File: config.mk
export PLATFORM = sky130hd
export DESIGN_NAME = websocket_frame_deframer_core
export DESIGN_NICKNAME = d
export VERILOG_FILES = /design/src/rtl/wsdf_pkg.sv /design/src/rtl/websocket_frame_deframer_core.sv
export SDC_FILE = /design/constraint.sdc
export NUM_CORES = 1
export LEC_CHECK = 0
export ABC_CLOCK_PERIOD_IN_PS = 6620
export BUFFER_PORTS_ARGS = -buffer_cell sky130_fd_sc_hd__buf_2
export CORE_MARGIN = 2
export CORE_UTILIZATION = 42
export CTS_CLUSTER_DIAMETER = 150
export DETAILED_ROUTE_END_ITERATION = 10
export HOLD_SLACK_MARGIN = 0.12
export PLACE_DENSITY_LB_ADDON = 0.15
export SLEW_MARGIN = 20
export SYNTH_ARGS = -nofsm -noshare
export SYNTH_HDL_FRONTEND = slang
export SYNTH_SLANG_ARGS = --single-unit
File: constraint.sdc
create_clock -name i_clk -period 6.62 [get_ports i_clk]
set_input_delay 0.993 -clock i_clk [delete_from_list [all_inputs] [get_ports i_clk]]
set_output_delay 0.993 -clock i_clk [all_outputs]
set_load 0.03 [all_outputs]
File: src/rtl/wsdf_pkg.sv
// Shared types and constants for the WebSocket frame deframer.
package wsdf_pkg;

    // Parser phases; codes above PH_PAYLOAD are unused and parse as a first byte.
    typedef enum logic [2:0] {
        PH_FIRST   = 3'd0,
        PH_SECOND  = 3'd1,
        PH_EXTLEN  = 3'd2,
        PH_KEY     = 3'd3,
        PH_PAYLOAD = 3'd4
    } t_phase;

    // Result kinds carried on tuser.
    localparam logic KIND_HEADER  = 1'b0;
    localparam logic KIND_PAYLOAD = 1'b1;

    localparam int unsigned LEN_W   = 63;
    localparam int unsigned TDATA_W = 80;   // 77 field bits padded to whole bytes

    // 7-bit length codes that announce an extended length.
    localparam logic [6:0] LEN7_EXT16 = 7'd126;
    localparam logic [6:0] LEN7_EXT64 = 7'd127;

    // Header byte counts (bytes still to come after the current one).
    localparam logic [2:0] CNT_EXT16 = 3'd1;
    localparam logic [2:0] CNT_EXT64 = 3'd7;
    localparam logic [2:0] CNT_KEY   = 3'd3;

    typedef struct packed {
        logic             last;
        logic [7:0]       pbyte;
        logic [LEN_W-1:0] length;
        logic             masked;
        logic [3:0]       opcode;
        logic             fin;
        logic             kind;
    } t_result;

endpackage

File: src/rtl/websocket_frame_deframer_core.sv
// WebSocket (RFC 6455) receive-side frame deframer: header parse and payload unmasking.
//
//  channel   | dir | tdata                                   | tuser      | tlast
//  ----------+-----+-----------------------------------------+------------+--------------
//  s_axis    | in  | [7:0] raw stream byte                   | -          | -
//  m_axis    | out | fin, opcode, masked, length[62:0], byte | 0 hdr/1 pl | last of frame
//
//  One byte is taken per cycle while the skid entry is empty; each byte is parsed
//  in the cycle it transfers and any result lands on the same edge in the output
//  register, or in the skid entry when m_axis is stalled.
//  A two-entry output (register plus skid) absorbs one more result after m_axis
//  stalls; s_axis_tready drops only while the skid entry is full.
//  Reset (i_rst_n, synchronous, active low) returns the parser to the first
//  header byte and empties both output entries.
module websocket_frame_deframer_core
    import wsdf_pkg::*;
(
    input  logic                 i_clk,
    input  logic                 i_rst_n,
    input  logic                 s_axis_tvalid,
    output logic                 s_axis_tready,
    input  logic [7:0]           s_axis_tdata,   // [7:0] stream_byte
    output logic                 m_axis_tvalid,
    input  logic                 m_axis_tready,
    // [0] fin_flag, [4:1] frame_opcode, [5] masked_flag, [68:6] payload_length,
    // [76:69] payload_byte, [79:77] zero
    output logic [TDATA_W-1:0]   m_axis_tdata,
    output logic                 m_axis_tuser,   // [0] result_kind
    output logic                 m_axis_tlast    // last_of_frame
);

    // Parser state
    t_phase            r_phase,     n_phase;
    logic              r_fin,       n_fin;
    logic [3:0]        r_opcode,    n_opcode;
    logic              r_masked,    n_masked;
    logic [LEN_W-1:0]  r_len,       n_len;
    logic [2:0]        r_hcnt,      n_hcnt;
    logic [31:0]       r_key,       n_key;
    logic [LEN_W-1:0]  r_remain,    n_remain;
    logic [1:0]        r_kidx,      n_kidx;

    // Output register and skid entry
    logic              r_out_valid;
    t_result           r_out;
    logic              r_skid_valid;
    t_result           r_skid;

    logic              in_fire;
    logic              res_valid;
    t_result           res;
    logic [6:0]        len7;
    logic [7:0]        key_byte;
    logic [LEN_W-1:0]  remain_dec;

    assign s_axis_tready = !r_skid_valid;
    assign in_fire       = s_axis_tvalid && s_axis_tready;

    assign len7       = s_axis_tdata[6:0];
    assign remain_dec = r_remain - LEN_W'(1);

    // Key bytes are taken most significant first.
    always_comb begin
        unique case (r_kidx)
            2'd0: key_byte = r_key[31:24];
            2'd1: key_byte = r_key[23:16];
            2'd2: key_byte = r_key[15:8];
            2'd3: key_byte = r_key[7:0];
        endcase
    end

    // Next state and result for the byte on s_axis.
    always_comb begin
        n_phase   = r_phase;
        n_fin     = r_fin;
        n_opcode  = r_opcode;
        n_masked  = r_masked;
        n_len     = r_len;
        n_hcnt    = r_hcnt;
        n_key     = r_key;
        n_remain  = r_remain;
        n_kidx    = r_kidx;
        res_valid = 1'b0;
        res       = '0;

        unique case (r_phase)
            PH_SECOND: begin
                n_masked = s_axis_tdata[7];
                n_key    = '0;
                n_len    = '0;
                if (len7 == LEN7_EXT16) begin
                    n_hcnt  = CNT_EXT16;
                    n_phase = PH_EXTLEN;
                end else if (len7 == LEN7_EXT64) begin
                    n_hcnt  = CNT_EXT64;
                    n_phase = PH_EXTLEN;
                end else begin
                    n_len = LEN_W'(len7);
                    if (n_masked) begin
                        n_hcnt  = CNT_KEY;
                        n_phase = PH_KEY;
                    end else begin
                        res_valid = 1'b1;
                    end
                end
            end
            PH_EXTLEN: begin
                n_len = {r_len[LEN_W-9:0], s_axis_tdata};
                if (r_hcnt != 3'd0) begin
                    n_hcnt = r_hcnt - 3'd1;
                end else if (r_masked) begin
                    n_hcnt  = CNT_KEY;
                    n_phase = PH_KEY;
                end else begin
                    res_valid = 1'b1;
                end
            end
            PH_KEY: begin
                n_key = {r_key[23:0], s_axis_tdata};
                if (r_hcnt != 3'd0) begin
                    n_hcnt = r_hcnt - 3'd1;
                end else begin
                    res_valid = 1'b1;
                end
            end
            PH_PAYLOAD: begin
                n_kidx       = r_kidx + 2'd1;
                n_remain     = remain_dec;
                res_valid    = 1'b1;
                res.kind     = KIND_PAYLOAD;
                res.fin      = r_fin;
                res.opcode   = r_opcode;
                res.masked   = r_masked;
                res.length   = r_len;
                res.pbyte    = s_axis_tdata ^ (r_masked ? key_byte : 8'h00);
                res.last     = (remain_dec == '0);
                if (res.last) begin
                    n_phase = PH_FIRST;
                end
            end
            default: begin
                // first header byte (also any unused phase code); RSV bits ignored
                n_fin    = s_axis_tdata[7];
                n_opcode = s_axis_tdata[3:0];
                n_phase  = PH_SECOND;
            end
        endcase

        // Header complete: emit header result and arm the payload counter.
        if (res_valid && r_phase != PH_PAYLOAD) begin
            res.kind   = KIND_HEADER;
            res.fin    = n_fin;
            res.opcode = n_opcode;
            res.masked = n_masked;
            res.length = n_len;
            res.pbyte  = '0;
            res.last   = (n_len == '0);
            n_remain   = n_len;
            n_kidx     = 2'd0;
            n_phase    = res.last ? PH_FIRST : PH_PAYLOAD;
        end
    end

    always_ff @(posedge i_clk) begin
        if (!i_rst_n) begin
            r_phase  <= PH_FIRST;
            r_fin    <= 1'b0;
            r_opcode <= '0;
            r_masked <= 1'b0;
            r_len    <= '0;
            r_hcnt   <= '0;
            r_key    <= '0;
            r_remain <= '0;
            r_kidx   <= '0;
        end else if (in_fire) begin
            r_phase  <= n_phase;
            r_fin    <= n_fin;
            r_opcode <= n_opcode;
            r_masked <= n_masked;
            r_len    <= n_len;
            r_hcnt   <= n_hcnt;
            r_key    <= n_key;
            r_remain <= n_remain;
            r_kidx   <= n_kidx;
        end
    end

    // Output register with skid: a result that finds the output stalled parks in the skid.
    always_ff @(posedge i_clk) begin
        if (!i_rst_n) begin
            r_out_valid  <= 1'b0;
            r_skid_valid <= 1'b0;
        end else if (!r_out_valid || m_axis_tready) begin
            if (r_skid_valid) begin
                r_out_valid  <= 1'b1;
                r_skid_valid <= 1'b0;
            end else begin
                r_out_valid <= in_fire && res_valid;
            end
        end else if (in_fire && res_valid) begin
            r_skid_valid <= 1'b1;
        end
    end

    always_ff @(posedge i_clk) begin
        if (!r_out_valid || m_axis_tready) begin
            r_out <= r_skid_valid ? r_skid : res;
        end else if (in_fire && res_valid) begin
            r_skid <= res;
        end
    end

    assign m_axis_tvalid = r_out_valid;
    assign m_axis_tuser  = r_out.kind;
    assign m_axis_tlast  = r_out.last;
    assign m_axis_tdata  = {3'b000, r_out.pbyte, r_out.length, r_out.masked,
                            r_out.opcode, r_out.fin};

    // ---------------------------------------------------------------------
    // Assertions
    // ---------------------------------------------------------------------

    // The skid entry only fills behind a held output entry.
    a_skid_behind_out: assert property (@(posedge i_clk) disable iff (!i_rst_n)
        r_skid_valid |-> r_out_valid)
        else $error("skid entry valid while output entry empty");

    // In the payload phase at least one byte is still owed.
    a_payload_nonzero: assert property (@(posedge i_clk) disable iff (!i_rst_n)
        (r_phase == PH_PAYLOAD) |-> (r_remain != '0))
        else $error("payload phase with zero bytes remaining");

    // An empty frame closes on its header result.
    a_empty_hdr_last: assert property (@(posedge i_clk) disable iff (!i_rst_n)
        (r_out_valid && r_out.kind == KIND_HEADER && r_out.length == '0) |-> r_out.last)
        else $error("empty-frame header result without last");

    // A payload result always carries a nonzero frame length.
    a_payload_len: assert property (@(posedge i_clk) disable iff (!i_rst_n)
        (in_fire && res_valid && res.kind == KIND_PAYLOAD) |-> (res.length != '0))
        else $error("payload byte emitted for an empty frame");

endmodule
==> Yosys cells after proc, flatten, opt, wreduce, memory -nomap -nowiden <==
Index checks and enable logic that the tools add are counted.
{ "totals": {"reg_bits": 332, "out_inout_bits": 84, "word_cells": 107} }
{ "classes": {"add_sub_neg": 3, "n_eq_ne": 18, "mux": 38, "bitwise_logic": 3, "n_reduce_logical": 20} }
{ "op_table": {"columns": ["cell", "count"], "rows": [
  ["two-way mux 79 bit", 3],
  ["zero test 63 bit", 2],
  ["two-way mux 63 bit", 2],
  ["case mux 63 bit (2 select lines)", 1],
  ["case mux 32 bit (2 select lines)", 1],
  ["subtractor 63 x 1 -> 63 bit (second input constant)", 1],
  ["two-way mux 3 bit", 12],
  ["case mux 8 bit (4 select lines)", 1],
  ["inequality test 3 bit (second input constant)", 5],
  ["== test 7 bit (second input constant)", 2],
  ["two-way mux 7 bit", 2],
  ["case mux 3 bit (4 select lines)", 1],
  ["two-way mux 1 bit", 9],
  ["case mux 3 bit (3 select lines)", 1],
  ["two-way mux 8 bit", 1],
  ["bitwise XOR 8 bit", 1],
  ["== test 3 x 2 -> 1 bit (second input constant)", 2],
  ["AND reduction 2 bit", 3],
  ["AND reduction 6 bit", 1],
  ["nonzero test 3 bit", 2],
  ["inequality test 5 bit (second input constant)", 1],
  ["AND reduction 5 bit", 1],
  ["== test 2 bit (second input constant)", 2],
  ["two-way mux 2 bit", 2],
  ["17 further kinds", 23]
]} }

==> Depth between registers and ports, before layout <==
Gate-level depths: netlist of the first run.
{ "depth": {"word_depth": 7, "ltp_mapped": 13} }

==> Least setup slack after synthesis of the first run <==
No wires, ideal clock.
{ "synth_timing": {"path_kind": "input -> register", "start": "input port m_axis_tready", "end": "register r_skid[0] in the netlist's numbering (enable)", "setup_time_ns": 0.517, "arrival_time_ns": 6.431, "setup_slack_ns": -0.328, "path_stages": 2, "path_buffers": 0, "path_cell_list": "nand2b_1 -> nor2_1"} }
{ "synth_via": {"elab_chain_len": 3} }
{ "synth_rtl": {"columns": ["item", "line_no", "text"], "rows": [
  ["from (decl)", "websocket_frame_deframer_core.sv:24", "input logic m_axis_tready,"],
  ["logical OR 1 bit", "websocket_frame_deframer_core.sv:206", "if (!r_out_valid || m_axis_tready) begin"],
  ["inverter 1 bit (no source line)", null, null],
  ["AND reduction 2 bit (no source line)", null, null],
  ["to (signal assigned)", "websocket_frame_deframer_core.sv:209", "r_skid <= res;"],
  ["to (decl)", "websocket_frame_deframer_core.sv:47", "t_result r_skid;"]
]} }
No other way between the ends.
A chain may end at the register's enable or synchronous reset.

==> results.json, run 1 <==
{
  "p_per_area_nw_per_um2": 408,
  "design_area_um2": 19300,
  "critPathLaunchType": "flop",
  "htreeDepth": 2,
  "grt_pass1_vias": 14200,
  "initialDrtViolationCount": 1699,
  "setup_viol": 0,
  "cts_root_buffer": "clkbuf_16",
  "antenna_found_initial": 3,
  "rr_worst_depth": 9,
  "finalWeightedCongestion": 0.956,
  "hold_depth": 2,
  "p_int_mw": 4.62,
  "path_class": "reg -> reg",
  "async_flop_share_pct": 0,
  "max_clock_freq_mhz": 227,
  "multi_input_area_um2": 8210,
  "clkPwrFrac_pct": 27.4,
  "syn_to_final_growth_pct": 12.6,
  "rsz0062_at_grt": "no",
  "path_clk_slew_ns": 0.06,
  "timing.rr.end": "r_skid[78]$_DFFE_PP_",
  "grt-busiest-layer": "met2",
  "hold_end": "r_key[25]$_SDFFE_PN0P_",
  "route.vias.total": 15600,
  "initial_core_util_pct": 42.3,
  "crit_arrival_ns": 4.78,
  "numClockSinks": 332,
  "crit_buf_inv": 1,
  "ctsResizeCount": 0,
  "vias_per_cell": 6.18,
  "cap_violations": 0,
  "cts_buffers": 38,
  "fill_cells": 3897,
  "drt-pass1-iter-count": 6,
  "p_total_mw": 7.88,
  "use_met3_pct": 6.92,
  "synth_edf_count": 158,
  "utilization_pct": 47.6,
  "switching_share_pct": 41.4,
  "tightest_slew_ns": 1.19,
  "comb_power_share_pct": 41.1,
  "dieHeight_um": 206,
  "core_area_um2": 40600,
  "pwr-share-seq_pct": 31.5,
  "ant_nets": 0,
  "fin_skew_ns": 0.0243,
  "layout_setup_ws_ns": 2.22,
  "synth_commonest_cells": "255 x nor2_1, 223 x nand2_1, 174 x dfxtp_1",
  "nets": 1979,
  "pre_cts_slack_ns": 2.29,
  "avgSynthCellArea_um2": 8.81,
  "relSlewSlack_pct": 20.4,
  "synth_area_um2": 17200,
  "yosys.area.top_type": "edfxtp_1",
  "crit_path_max_incr_delay_ns": 0.86,
  "fin_crit_ns": 4.40,
  "crit_required_ns": 7.00,
  "min_period_over_period_pct": 66.4,
  "ir_worst_vdd_uv": 230,
  "dieArea_um2": 42500,
  "num_rows": 74,
  "gr-total-overflow": 0,
  "r2r-start": "r_remain[4]$_SDFFE_PN0P_",
  "yosys-top-cells-area": "edfxtp_1 28%, dfxtp_1 20%, nor2_1 5.6%, nand2_1 4.9%, a21oi_1 3.6%",
  "yosysMostFrequentCell": "nor2_1",
  "slew_violations": 0,
  "p_switching_mw": 3.26,
  "ys_seq_area_share_pct": 48.0,
  "hp-class": "reg -> reg",
  "drive_gt1_share_pct": 12.4,
  "synth_seq_cells": 332,
  "grt_max_degree": 87,
  "post-route-drc-count": 0,
  "crit_path_max_fanout": 21,
  "clkLatencyLatePin_ns": 0.56,
  "port_buffers": 92,
  "crit_chain": "nor3_1 -> nand4b_1 -> buf_4 -> or3_1 -> nor4_1 -> xnor2_1 -> or4bb_1 -> or4_1 -> o41ai_2",
  "yosysWarnings": 0,
  "ys_types": 75,
  "synth_cells": 1948,
  "io_pins": 96,
  "cp_slowest_cell": "nor3_1",
  "cts_setup_buffers": 0,
  "hpwl_mm": 38.2,
  "p_leak_nw": 7.05,
  "status": "finished clean",
  "grt_pass1_wl_mm": 86.4,
  "grt_use_met2_pct": 39.1,
  "avgRoutedWirePerCell_um": 22.6,
  "cp-end-kind": "flop",
  "grt_use_total_pct": 26.5,
  "clockBufferDepth": 3,
  "min_from": "r_key[25]$_SDFFE_PN0P_",
  "use_met1_pct": 37.7,
  "postCtsHoldBufs": 0,
  "hold_viol": 0,
  "fin_tns_setup_ns": 0,
  "die_x_um": 206,
  "critical_path.top_delay_family": "simple AND/OR/NAND/NOR gates",
  "ys.flop_type": "dfxtp_1",
  "place_area_um2": 18100,
  "wirelength_mm": 57.0,
  "synth_top_area_share_pct": 27.7,
  "regToRegSetupSlack_ns": 2.22,
  "seq_area_um2": 8230,
  "tritoncts": "done"
}
## area by class of cell
cell class                      count  share of cell area, %
Sequential cell                   332                   42.6
Multi-Input combinational cell   1423                   42.5
Clock buffer                       52                   5.69
Timing Repair Buffer              145                   4.49
Tap cell                          532                   3.45
Clock inverter                     18                  0.874
Inverter                           19                  0.382
Antenna cell                        1                 0.0130
## power by group through the flow
stage / registers, mW / clock network (mW) / logic [mW]
final: 2.48 / 2.16 / 3.24
after global routing: 2.50 / 2.26 / 3.50
after CTS: 2.48 / 2.19 / 3.17
after detailed placement: 2.52 / 0 / 3.16
after global placement: 2.52 / 0 / 3.17
after floorplan: 2.62 / 0 / 2.10
## logic make-up (layout without fill, tap and decap cells)
| logic type | after synthesis | after routing | share of synthesized area (%) |
|---|---|---|---|
| muxes | 12 | 12 | 0.751 |
| adders and majority gates | 8 | 8 | 0.583 |
| xor gates and xnor gates | 34 | 34 | 1.74 |
| AOI/OAI and AO/OA | 546 | 546 | 21.2 |
| and+or+nand+nor | 820 | 820 | 23.2 |
| other | 1 | 4 | 0.0219 |
| DFF | 332 | 332 | 48.0 |
| buffers and inverters | 195 | 234 | 4.51 |
## how the worst max path moves through the flow
stage	cells past startpoint	startpoint	endpoint
final	9	r_remain[4]$_SDFFE_PN0P_	r_skid[78]$_DFFE_PP_
after global routing	9	r_remain[4]$_SDFFE_PN0P_	r_skid[78]$_DFFE_PP_
after CTS	9	r_remain[4]$_SDFFE_PN0P_	r_skid[78]$_DFFE_PP_
after detailed placement	9	r_remain[4]$_SDFFE_PN0P_	r_skid[78]$_DFFE_PP_
after global placement	9	r_phase[1]$_SDFFE_PN0P_	m_axis_tlast$_DFFE_PP_
after floorplan	2	m_axis_tready	r_skid[0]$_DFFE_PP_
## state kept, by name (all words and copies together) (netlist names), 3 cells and up
signal / count
r_hcnt: 3
m_axis_tdata: 77
r_skid: 79
r_opcode: 4
r_phase: 3
r_remain: 63
r_len: 63
r_key: 32
## routing by layer
metal / vias up / share of wire, %
li1: 7260 / -
met1: 7530 / 45
met2: 673 / 43
met3: 112 / 9.2
met4: 2 / 2.6
met5: - / 0.023
## cells in the final DEF (no fill, tap or decap), types with 13 or more instances in the layout
| master | n |
|---|---|
| a22oi_1 | 42 |
| nand2b_1 | 13 |
| xor2_1 | 15 |
| buf_2 | 93 |
| o21ai_0 | 104 |
| nor3b_1 | 15 |
| nand2_1 | 222 |
| nand3_1 | 57 |
| a211oi_1 | 66 |
| or3_1 | 25 |
| a21oi_1 | 125 |
| nor4_1 | 41 |
| nor2_1 | 253 |
| buf_4 | 51 |
| nand4_1 | 33 |
| o22ai_1 | 23 |
| dfxtp_1 | 172 |
| and2_1 | 14 |
| or4_1 | 15 |
| nor2b_1 | 23 |
| xnor2_1 | 19 |
| clkbuf_16 | 42 |
| a32o_1 | 17 |
| nor3_1 | 46 |
| inv_1 | 14 |
| a221oi_1 | 16 |
| o31ai_1 | 76 |
| edfxtp_1 | 158 |
## metrics by stage
stage,std cells,hold WS [ns]
2_1_floorplan,1950,0.432
3_3_place_gp,2450,0.439
3_5_place_dp,2451,0.445
4_1_cts,2521,0.453
5_1_grt,2522,0.475
6_report,2522,0.452
## worst min-delay path: cells and delay by family, from the launching register on
family          cells  cell delay, ns
compound gates      1            0.05
flops               1            0.31
simple gates        1            0.05
Note: power is estimated with default switching activity, not from simulation.
==> run 2: changes to the inputs <==
- ABC_CLOCK_PERIOD_IN_PS: 6620 -> 4470
- clock period: 6.62 -> 4.47 ns (I/O delays scaled with it)
==> results.json, run 2 (synthesis results as in run 1) <==
{
  "setup_viol": 0,
  "critPathLaunchType": "flop",
  "p_leak_nw": 7.18,
  "final_common_cell": "nor2_1",
  "core_area_um2": 40600,
  "cp-end-kind": "flop",
  "grt_max_degree": 88,
  "grt_use_total_pct": 27.4,
  "layout_common_cells": "253 x nor2_1, 221 x nand2_1, 172 x dfxtp_1, 158 x edfxtp_1, 125 x a21oi_1",
  "fin_skew_ns": 0.0335,
  "ctsResizeCount": 0,
  "post-route-drc-count": 0,
  "cap_violations": 0,
  "hp-class": "in -> reg",
  "ir_worst_vdd_uv": 274,
  "wirelength_mm": 59.0,
  "rsz0062_at_grt": "no",
  "tightest_slew_ns": 1.20,
  "ant_nets": 0,
  "relSlewSlack_pct": 19.9,
  "tritoncts": "done",
  "io_pins": 96,
  "crit_arrival_ns": 4.46,
  "path_clk_slew_ns": 0.07,
  "vias_per_cell": 6.14,
  "postCtsHoldBufs": 0,
  "avgRoutedWirePerCell_um": 23.0,
  "finalWeightedCongestion": 0.961,
  "grt_pass1_wl_mm": 89.2,
  "max_clock_freq_mhz": 245,
  "cts_setup_buffers": 0,
  "syn_to_final_growth_pct": 13.7,
  "htreeDepth": 2,
  "numClockSinks": 332,
  "die_x_um": 206,
  "drive_gt1_share_pct": 14.0,
  "slew_violations": 0,
  "fin_crit_ns": 4.08,
  "nets": 2016,
  "top_register": "r_skid",
  "dieHeight_um": 206,
  "port_buffers": 92,
  "hpwl_mm": 40.6,
  "largest_reg_flops": 79,
  "grt_pass1_vias": 14400,
  "dieArea_um2": 42500,
  "cts_root_buffer": "clkbuf_16",
  "initialDrtViolationCount": 1974,
  "initial_core_util_pct": 42.3,
  "gr-total-overflow": 0,
  "path_class": "reg -> reg",
  "hold_viol": 0,
  "fin_tns_setup_ns": 0,
  "whs_ns": 0.418,
  "clockBufferDepth": 3,
  "drt-pass1-iter-count": 6,
  "route.vias.total": 15700,
  "crit_path_max_fanout": 10,
  "num_rows": 74,
  "status": "finished clean",
  "n_antenna_cell": 0,
  "p_per_area_nw_per_um2": 604,
  "antenna_found_initial": 1,
  "crit_required_ns": 4.85,
  "cts_buffers": 38,
  "clkLatencyLatePin_ns": 0.57,
  "min_period_over_period_pct": 91.3
}
[run 2: final cells by class]
type                            instances  area [µm²]
Clock buffer                           52        1030
Clock inverter                         18         161
Fill cell                            3813       21000
Inverter                               19        73.8
Multi-Input combinational cell       1423        8210
Sequential cell                       332        8230
Tap cell                              532         666
Timing Repair Buffer                  182        1130
[run 2: power by group]
| part | switching (mW) | internal (mW) |
|---|---|---|
| Clock | 1.32 | 1.75 |
| Sequential | 0.222 | 3.45 |
| Combinational | 3.44 | 1.61 |
| Total | 4.98 | 6.81 |
[run 2: per-stage QoR]
| step | instance area, µm² | utilization (%) | instances | total power, mW | setup slack, ns |
|---|---|---|---|---|---|
| finish | 19500 | 48.1 | 2558 | 11.8 | 0.389 |
| global route | 19500 | 48.1 | 2558 | 12.3 | 0.223 |
| CTS | 19500 | 48.1 | 2557 | 11.8 | 0.436 |
| detailed placement | 18300 | 45.2 | 2487 | 8.67 | 0.464 |
| global placement | 18300 | 45.2 | 2487 | 8.68 | 0.449 |
| floorplan | 17200 | - | 1950 | 6.99 | 0.0642 |
[run 2: worst paths after layout]
path / startpoint / end / slack [ns] / cells past startpoint
hold reg to reg: r_key[25]$_SDFFE_PN0P_ / r_key[25]$_SDFFE_PN0P_ / 0.45 / 2
setup reg to reg: r_remain[37]$_SDFFE_PN0P_ / r_skid[78]$_DFFE_PP_ / 0.39 / 9
setup / recovery: r_remain[37]$_SDFFE_PN0P_ / r_skid[78]$_DFFE_PP_ / 0.39 / 9
hold / removal: s_axis_tdata[5] / r_key[5]$_SDFFE_PN0P_ / 0.42 / 3
[run 2: critical path: stages (launching register included)]
cell     delay [ns]
dfxtp_1        0.38
or4_4          0.57
or4_4          0.63
or3_1          0.39
nor4_1         0.26
buf_4          0.17
xnor2_1        0.14
or4bb_1        0.50
or4_1          0.54
o41ai_2        0.30
[run 2: per-layer routing]
layer  part of all wire, %  vias up  track usage [%]
met5                     0        -                0
li1                      -     7327                -
met1                    46     7633             40.5
met2                    44      639             41.2
met4                   2.8        0             8.70
met3                   7.0      100             3.71
